--- src/rtl/pulse_generator_assert.svh ---
// Assertion macros for the pulse generator.
// Each macro takes a label, a clock, an active-low reset, an antecedent and a consequent.
`ifndef PULSE_GENERATOR_ASSERT_SVH
`define PULSE_GENERATOR_ASSERT_SVH

`ifndef NO_ASSERTIONS
`define PG_ASSERT_SAME(label, clk, rst_n, ante, cons) \
    label: assert property (@(posedge clk) disable iff (!rst_n) (ante) |-> (cons)) \
        else $error("pulse generator check failed");
`define PG_ASSERT_NEXT(label, clk, rst_n, ante, cons) \
    label: assert property (@(posedge clk) disable iff (!rst_n) (ante) |=> (cons)) \
        else $error("pulse generator check failed");
`else
`define PG_ASSERT_SAME(label, clk, rst_n, ante, cons)
`define PG_ASSERT_NEXT(label, clk, rst_n, ante, cons)
`endif

`endif

--- src/rtl/pg_pkg.sv ---
package pg_pkg;

    // Field widths.
    localparam int TIME_W   = 32;
    localparam int PERIOD_W = 31;
    localparam int DUTY_W   = 17;
    localparam int DIFF_W   = TIME_W + 1;
    localparam int THR_W    = PERIOD_W + DUTY_W;
    localparam int FRAC_W   = 16;
    localparam int CFG_IDX_W = 3;

    // The remainder unit retires one dividend bit per cycle.
    localparam int REM_STEPS = DIFF_W;
    localparam int REM_CNT_W = $clog2(REM_STEPS + 1);

    // Register indexes.
    localparam logic [CFG_IDX_W-1:0] REG_HIGH_LEVEL = 3'd0;
    localparam logic [CFG_IDX_W-1:0] REG_LOW_LEVEL  = 3'd1;
    localparam logic [CFG_IDX_W-1:0] REG_PERIOD     = 3'd2;
    localparam logic [CFG_IDX_W-1:0] REG_DELAY      = 3'd3;
    localparam logic [CFG_IDX_W-1:0] REG_DUTY       = 3'd4;
    localparam logic [CFG_IDX_W-1:0] REG_MODE       = 3'd5;
    localparam logic [CFG_IDX_W-1:0] REG_START_TIME = 3'd6;
    localparam logic [CFG_IDX_W-1:0] REG_TIME_STEP  = 3'd7;

    // Reset values of the registers.
    localparam logic [TIME_W-1:0]   RST_HIGH_LEVEL = 32'd196608;
    localparam logic [TIME_W-1:0]   RST_LOW_LEVEL  = 32'd0;
    localparam logic [PERIOD_W-1:0] RST_PERIOD     = 31'd131072;
    localparam logic [TIME_W-1:0]   RST_DELAY      = 32'd0;
    localparam logic [DUTY_W-1:0]   RST_DUTY       = 17'd32768;
    localparam logic                RST_MODE       = 1'b1;
    localparam logic [TIME_W-1:0]   RST_START_TIME = 32'd0;
    localparam logic [TIME_W-1:0]   RST_TIME_STEP  = 32'd196608;

    // Status of the remainder unit as seen by the sequencer.
    typedef struct packed {
        logic busy;
        logic done;
    } t_rem_stat;

endpackage

--- src/rtl/pg_rem.sv ---
// Restoring remainder unit: one dividend bit per cycle.
module pg_rem (
    input  logic                         i_clk,
    input  logic                         i_rst_n,
    input  logic                         i_start,
    input  logic [pg_pkg::DIFF_W-1:0]    i_dividend,
    input  logic [pg_pkg::PERIOD_W-1:0]  i_divisor,
    output logic [pg_pkg::DIFF_W-1:0]    o_rem,
    output pg_pkg::t_rem_stat            o_stat
);
    import pg_pkg::*;

    logic [DIFF_W-1:0]    r_rem, n_rem;
    logic [DIFF_W-1:0]    r_dvd, n_dvd;
    logic [REM_CNT_W-1:0] r_cnt, n_cnt;
    logic                 r_done, n_done;
    logic [DIFF_W-1:0]    shifted;
    logic [DIFF_W-1:0]    div_ext;

    // One restoring step: shift in the next dividend bit, subtract if it fits.
    always_comb begin
        div_ext = {{(DIFF_W - PERIOD_W){1'b0}}, i_divisor};
        shifted = {r_rem[DIFF_W-2:0], r_dvd[DIFF_W-1]};
        n_rem   = r_rem;
        n_dvd   = r_dvd;
        n_cnt   = r_cnt;
        n_done  = 1'b0;
        if (i_start) begin
            n_rem = '0;
            n_dvd = i_dividend;
            n_cnt = REM_CNT_W'(REM_STEPS);
        end else if (r_cnt != '0) begin
            n_rem  = (shifted >= div_ext) ? (shifted - div_ext) : shifted;
            n_dvd  = {r_dvd[DIFF_W-2:0], 1'b0};
            n_cnt  = r_cnt - 1'b1;
            n_done = (r_cnt == REM_CNT_W'(1));
        end
    end

    // Control state is reset; the datapath is not.
    always_ff @(posedge i_clk) begin
        if (!i_rst_n) begin
            r_cnt  <= '0;
            r_done <= 1'b0;
        end else begin
            r_cnt  <= n_cnt;
            r_done <= n_done;
        end
    end

    always_ff @(posedge i_clk) begin
        r_rem <= n_rem;
        r_dvd <= n_dvd;
    end

    assign o_rem       = r_rem;
    assign o_stat.busy = (r_cnt != '0);
    assign o_stat.done = r_done;

endmodule

--- src/rtl/pulse_generator.sv ---
// Rectangular pulse generator with delay and duty cycle.
// Input channel: i_valid, i_time_in, o_stall. A word is taken when i_valid is high
// and o_stall is low. Output channel: o_valid, o_level, o_is_high, i_stall. A word
// leaves when o_valid is high and i_stall is low.
// Configuration: i_cfg_valid, i_cfg_index, i_cfg_data, o_cfg_ready (always ready).
// Write registers only while no word is in flight. Writing start_time also loads
// the internal time accumulator.
// For each word the time difference and the duty threshold are captured at the
// accepting edge; the bit-serial remainder unit then works through the 33-bit
// difference one bit per cycle, the phase compare is registered in the sequencer,
// and the result is loaded into the output register. o_stall stays high until the
// result is in the output register, so a new word can be taken while the previous
// result waits. When i_stall holds the output, a finished result waits in the
// sequencer and o_stall stays high until the output register frees up.
// Synchronous active-low reset sets the configuration registers to their documented
// values, loads the accumulator with the reset start_time, idles the sequencer and empties the output.
module pulse_generator (
    input  logic                          i_clk,
    input  logic                          i_rst_n,
    input  logic                          i_valid,
    output logic                          o_stall,
    input  logic signed [31:0]            i_time_in,
    output logic                          o_valid,
    input  logic                          i_stall,
    output logic signed [31:0]            o_level,
    output logic                          o_is_high,
    input  logic                          i_cfg_valid,
    output logic                          o_cfg_ready,
    input  logic [pg_pkg::CFG_IDX_W-1:0]  i_cfg_index,
    input  logic [31:0]                   i_cfg_data
);
    import pg_pkg::*;
    `include "pulse_generator_assert.svh"

    localparam logic [1:0] S_IDLE = 2'd0;
    localparam logic [1:0] S_DIV  = 2'd1;
    localparam logic [1:0] S_OUT  = 2'd2;

    // Configuration registers.
    logic [TIME_W-1:0]   r_high_level;
    logic [TIME_W-1:0]   r_low_level;
    logic [PERIOD_W-1:0] r_period;
    logic [TIME_W-1:0]   r_delay;
    logic [DUTY_W-1:0]   r_duty;
    logic                r_mode;
    logic [TIME_W-1:0]   r_time_step;
    logic [TIME_W-1:0]   r_acc, n_acc;

    logic [1:0]          r_state, n_state;
    logic                r_neg;
    logic [THR_W-1:0]    r_thr;
    logic                r_high;
    logic                r_out_valid;
    logic [TIME_W-1:0]   r_level;
    logic                r_is_high;

    logic                in_acc;
    logic                cfg_wr;
    logic                out_free;
    logic [TIME_W-1:0]   t_sel;
    logic [DIFF_W:0]     diff_full;
    logic [TIME_W:0]     acc_sum;
    logic [DIFF_W-1:0]   rem;
    t_rem_stat           rem_stat;
    logic                high_now;

    assign in_acc      = i_valid && !o_stall;
    assign cfg_wr      = i_cfg_valid && o_cfg_ready;
    assign out_free    = !r_out_valid || !i_stall;
    assign o_cfg_ready = 1'b1;
    assign o_stall     = (r_state != S_IDLE);

    // Time difference against the delay, one bit wider so the sign survives.
    always_comb begin
        t_sel     = r_mode ? r_acc : i_time_in;
        diff_full = {{2{t_sel[TIME_W-1]}}, t_sel} - {{2{r_delay[TIME_W-1]}}, r_delay};
    end

    // Saturating accumulator step.
    always_comb begin
        acc_sum = {r_acc[TIME_W-1], r_acc} + {r_time_step[TIME_W-1], r_time_step};
        if (acc_sum[TIME_W] != acc_sum[TIME_W-1]) begin
            n_acc = acc_sum[TIME_W] ? {1'b1, {(TIME_W-1){1'b0}}}
                                    : {1'b0, {(TIME_W-1){1'b1}}};
        end else begin
            n_acc = acc_sum[TIME_W-1:0];
        end
    end

    // Configuration writes; an item advances the accumulator.
    always_ff @(posedge i_clk) begin
        if (!i_rst_n) begin
            r_high_level <= RST_HIGH_LEVEL;
            r_low_level  <= RST_LOW_LEVEL;
            r_period     <= RST_PERIOD;
            r_delay      <= RST_DELAY;
            r_duty       <= RST_DUTY;
            r_mode       <= RST_MODE;
            r_time_step  <= RST_TIME_STEP;
            r_acc        <= RST_START_TIME;
        end else begin
            if (in_acc) begin
                r_acc <= n_acc;
            end
            if (cfg_wr) begin
                unique case (i_cfg_index)
                    REG_HIGH_LEVEL: r_high_level <= i_cfg_data;
                    REG_LOW_LEVEL:  r_low_level  <= i_cfg_data;
                    REG_PERIOD:     r_period     <= i_cfg_data[PERIOD_W-1:0];
                    REG_DELAY:      r_delay      <= i_cfg_data;
                    REG_DUTY:       r_duty       <= i_cfg_data[DUTY_W-1:0];
                    REG_MODE:       r_mode       <= i_cfg_data[0];
                    REG_START_TIME: r_acc        <= i_cfg_data;
                    REG_TIME_STEP:  r_time_step  <= i_cfg_data;
                    default: ;
                endcase
            end
        end
    end

    // Operands captured at acceptance: sign of the difference and duty threshold.
    always_ff @(posedge i_clk) begin
        if (in_acc) begin
            r_neg  <= diff_full[DIFF_W];
            r_thr  <= r_period * r_duty;
        end
    end

    pg_rem u_rem (
        .i_clk      (i_clk),
        .i_rst_n    (i_rst_n),
        .i_start    (in_acc),
        .i_dividend (diff_full[DIFF_W-1:0]),
        .i_divisor  (r_period),
        .o_rem      (rem),
        .o_stat     (rem_stat)
    );

    // Exact Q33.16 compare of the phase against period times duty.
    assign high_now = !r_neg && ({rem, {FRAC_W{1'b0}}} <= {1'b0, r_thr});

    // Sequencer.
    always_comb begin
        n_state = r_state;
        unique case (r_state)
            S_IDLE: if (in_acc) n_state = S_DIV;
            S_DIV:  if (rem_stat.done) n_state = S_OUT;
            S_OUT:  if (out_free) n_state = S_IDLE;
            default: n_state = S_IDLE;
        endcase
    end

    always_ff @(posedge i_clk) begin
        if (!i_rst_n) begin
            r_state     <= S_IDLE;
            r_out_valid <= 1'b0;
        end else begin
            r_state <= n_state;
            if (r_state == S_OUT && out_free) begin
                r_out_valid <= 1'b1;
            end else if (!i_stall) begin
                r_out_valid <= 1'b0;
            end
        end
    end

    // Result word and output register.
    always_ff @(posedge i_clk) begin
        if (r_state == S_DIV && rem_stat.done) begin
            r_high <= high_now;
        end
        if (r_state == S_OUT && out_free) begin
            r_level   <= r_high ? r_high_level : r_low_level;
            r_is_high <= r_high;
        end
    end

    assign o_valid   = r_out_valid;
    assign o_level   = r_level;
    assign o_is_high = r_is_high;

    `PG_ASSERT_NEXT(a_accept_starts_rem, i_clk, i_rst_n, in_acc, r_state == S_DIV && rem_stat.busy)
    `PG_ASSERT_SAME(a_done_in_div, i_clk, i_rst_n, rem_stat.done, r_state == S_DIV)
    `PG_ASSERT_SAME(a_idle_rem_quiet, i_clk, i_rst_n, r_state == S_IDLE, !rem_stat.busy)

endmodule

--- config.mk ---
export PLATFORM = sky130hd
export DESIGN_NAME = pulse_generator
export DESIGN_NICKNAME = d
export VERILOG_FILES = /design/src/rtl/pg_pkg.sv /design/src/rtl/pg_rem.sv /design/src/rtl/pulse_generator.sv
export VERILOG_INCLUDE_DIRS = /design/src /design/src/rtl
export SDC_FILE = /design/constraint.sdc
export NUM_CORES = 2
export LEC_CHECK = 0
export BUFFER_PORTS_ARGS = -buffer_cell sky130_fd_sc_hd__buf_2
export CORE_MARGIN = 2
export CORE_UTILIZATION = 35
export DETAILED_ROUTE_END_ITERATION = 8
export PLACE_DENSITY = 0.5
export SYNTH_ARGS = -nofsm -noshare
export SYNTH_HDL_FRONTEND = slang
export SYNTH_SLANG_ARGS = --single-unit
--- constraint.sdc ---
create_clock -name i_clk -period 14.1 [get_ports i_clk]
set_clock_uncertainty 0.15 [all_clocks]
set_input_delay 1.41 -clock i_clk [delete_from_list [all_inputs] [get_ports i_clk]]
set_output_delay 1.41 -clock i_clk [all_outputs]
set_load 0.01 [all_outputs]
==> impl_results.md <==
* Synthesis warning total at 0
* Worst slew margin at about a quarter
* Number of global-route vias before repair at between 20000 and 30000
* # DRC at 0
* Simple-gate area share of the yosys netlist at about 17%
* NetSw at roughly 1400 uW
* Design internal power at about 2500 uW
* Sequential fraction of design power at about a third
* Count leader, synth: nand2_1
* Ordered cell list for the critical path: buf_4, nand2_1, fa_1, fa_1, fa_1, inv_1, fa_1, fa_1, inv_1, fa_1, inv_1, ha_1, a21o_1, a21o_1, a21o_1, a211oi_1, o21bai_1, o211ai_1, a31oi_1, a41o_1, mux2_1, o2111a_1
* Worst Path Required at 14.30 ns
* Fin Hold WS at about 0.31 ns
* Critical path data arrival time at around 7.6 ns
* Cell area after synthesis at ~0.037 mm^2
* Number of nets with antenna violations after detailed routing at 0
* Critical Path Source Type: register
* Sw Share at 36.15%
* Cell type with the highest occurrence count on the critical path: fa_1
* Combinational family with the most area after synthesis: adder cells
* Worst slew pin tran at 1.112 ns
* Number of enable flip-flop cells after synthesis at around 120
* Die extent in x at 329.3 um
* Wire length of the first global-routing pass at between 150 and 200 mm
* Post-Route Setup TNS at 0 ns
* 1st-iter DRT viols at approximately 1500
* Kind of critical path: reg -> reg
* Fraction of layout cells with a size suffix above 1 at 7.405%
* Die Height at between 300 and 400 um
* Maximum cell stage delay along the critical path at around 0.58 ns
* Top fanout value on the critical path at 23
* Max-slew violation count at 0
* Number of clock sinks at ~370
* Outcome: finished clean
* Routed wire length at ~110 mm
* Total count of hold-check failures in the final report at 0
* Net count after synthesis at between 5000 and 6000
* Unrepaired setup endpoints after global routing: false
* Relative contribution of the clock network to total power at about 31%
* Share of the yosys chip area belonging to registers at ~23%
* Post-Place Setup Slack at approximately 6.8 ns
* Via count at about 28000
* CTS tree: yes
* Logic gate share of total power at around a third
* Leading post-synthesis cells by cell area: fa_1 (24%), dfxtp_1 (14%), edfxtp_1 (9.4%), nand2_1 (8.7%), ha_1 (8.5%)
* IO Port Bufs at 106
* Post-Synthesis Mean Instance Area at 8.629 um^2
* Type of destination of the critical path: register
* Half-perimeter wire length after placement at between 70 and 80 mm
* Area share of the largest cell type after synthesis at a little under a quarter
* Storage cell area at ~0.0085 mm^2
* Yosys reg bits at 368
* I/O pin cnt at 108
* Total clock buffers created by CTS at 44
* Worst skew pair latency at between 0.6 and 0.7 ns
* Number of max-cap violations at 0
* Adder and majority gate portion of the synthesized area at 32.14%
* Area of the placeable core at about 0.11 mm^2
* Final-layout fill cell count at 10990
* NumNets Final at around 5000
* WL per Instance at about 19 um
* Fin crit period at around 7.4 ns
* DIE AREA at between 0.1 and 0.15 mm^2
* Global route total overflow at 0
* Count of mapped cells out of synthesis at around 4300
* Overall fraction of global-route tracks in use at around a fifth
* Number of gates given a new drive strength after cts at 0
* Area Overhead vs Synth at 8.716%
* Antenna violations before repair at 4
* Depth of the CTS H-tree at 2
* CTS Root Cell: clkbuf_16
* Path type of the worst min-delay path: reg -> reg
* Final worst setup slack at roughly 6.7 ns
* Worst IR drop on VDD at roughly 93 uV
* Power density over cell area at between 90 and 100 mW/mm^2
* Largest net degree at the start of global routing at 103
* Mux contribution to synthesized area at around 2.1%
* Async S/R FF share, synth at 0%
* Leakage Power at about 0.018 uW
* Synth Flop Type: dfxtp_1
* Setup-violating endpoint count in the final report at 0
* Clock slew at reported path FFs at ~0.080 ns
* Library cell contributing the largest single delay on the critical path: dfxtp_1
* Number of hold buffers added after CTS at 0
* Post-synth top cells: nand2_1 (855), inv_1 (630), fa_1 (437)
* Number of buffers on the longest clock path at 3
* # Post-CTS Setup Buffers at 0
* Area leader, netlist: fa_1
* Routed vias/inst at about 4.9
* Total iterations of the first detailed-routing run at 5
* Multi-input gate area at between 0.02 and 0.03 mm^2
* Post-synthesis compound-gate area fraction at about 14%
* Synth cell types at 85
* Share of the clock period used by the worst path after layout at a little over half
* Effective utilization at floorplan at 35.23%
* Parity-gate share of the synthesized area counting xor and xnor cells at just under 3%
* Routability-driven placement congestion ratio at around 0.85
* Std cell rows at approximately 120
* Upper clock frequency limit at roughly 130 MHz
-- state kept, by name, indices dropped and copies added, names as in the netlist, 2 cells and up --
register and count:
o_level 32, r_acc 32, r_delay 32, r_duty 17, r_high_level 32, r_low_level 32
r_period 31, r_state 2, r_thr 48, r_time_step 32, u_rem.o_rem 33, u_rem.r_cnt 6
u_rem.r_dvd 33
-- final timing paths --
path / from / end / slack (ns) / depth (start not counted)
setup / recovery: r_duty[3] / r_thr[46] / 6.69 / 22
hold / removal: r_high_level[6] / r_high_level[6] / 0.31 / 2
setup reg to reg: r_duty[3] / r_thr[46] / 6.69 / 22
hold reg to reg: r_high_level[6] / r_high_level[6] / 0.31 / 2
-- routing by layer --
layer / GRT usage (%) / wire length (um) / vias to the layer above
li1: - / - / 13640
met1: 28.96 / 52360 / 13630
met2: 31.69 / 47040 / 557
met3: 2.951 / 5086 / 113
met4: 4.289 / 2139 / 6
met5: 0 / 34 / -
-- cells by family (layout without fill, tap and decap cells) --
family / after synthesis / in the layout
buffers and inverters: 872 / 861
xor gates and xnor gates: 124 / 124
AOI/OAI and AO/OA: 762 / 762
other: 1 / 3
DFF: 368 / 368
and+or+nand+nor: 1405 / 1405
muxes: 71 / 71
adders and majority gates: 689 / 689
-- cell usage in the layout (no fill, tap or decap), drive strengths merged, types with 7 or more instances in the layout --
cell    instances
a21oi         135
nand4          25
inv           631
fa            437
nor4            7
clkinv         12
mux2           63
nor2b          27
mux2i           8
edfxtp        116
a31oi          47
dfxtp         252
or2             9
and3           12
nand2         855
and2          219
o31ai           9
nand3          48
a21boi        180
xnor2          78
o211ai         17
o21ai         157
nor2          117
o21a           22
nand2b         23
ha            252
clkbuf         61
nor3           42
a21o           87
buf           150
o21bai         15
xor2           46
a211oi         32
-- cell type report --
cell class | count | share of cell area, %
well taps | 1391 | 4.323
multi-input cells | 3052 | 62.68
diodes | 2 | 0.01243
flip-flops and latches | 368 | 21.20
clock buffers | 61 | 3.048
clock inverters | 20 | 0.7209
repair buffers | 150 | 2.144
inverters | 630 | 5.873
-- critical path: cells and delay by family, from the launching register on --
kind	cells	cell delay, ns
adders and majority gates	7	3.45
AOI/OAI and AO/OA	9	1.95
DFF	1	0.58
buffers and inverters	4	0.55
muxes	1	0.32
and+or+nand+nor	1	0.12
-- power by group through the flow --
| stage | sequential, uW | combinational, uW | clock (uW) |
|---|---|---|---|
| after detailed placement | 1390 | 1390 | 0 |
| after floorplan | 1340 | 1100 | 0 |
| after global routing | 1390 | 1580 | 1300 |
| after global placement | 1390 | 1390 | 0 |
| final | 1370 | 1390 | 1230 |
| after CTS | 1370 | 1400 | 1260 |
-- per-stage QoR --
stage	total power, uW	instances	instance area [um^2]	util, %
CTS	4031	5672	40260	38.30
global placement	2778	5591	38740	36.85
floorplan	2436	4292	37040	-
global route	4269	5673	40260	38.30
detailed placement	2783	5591	38740	36.85
finish	3987	5674	40260	38.30
No activity file was read; power rests on OpenSTA's default activity.
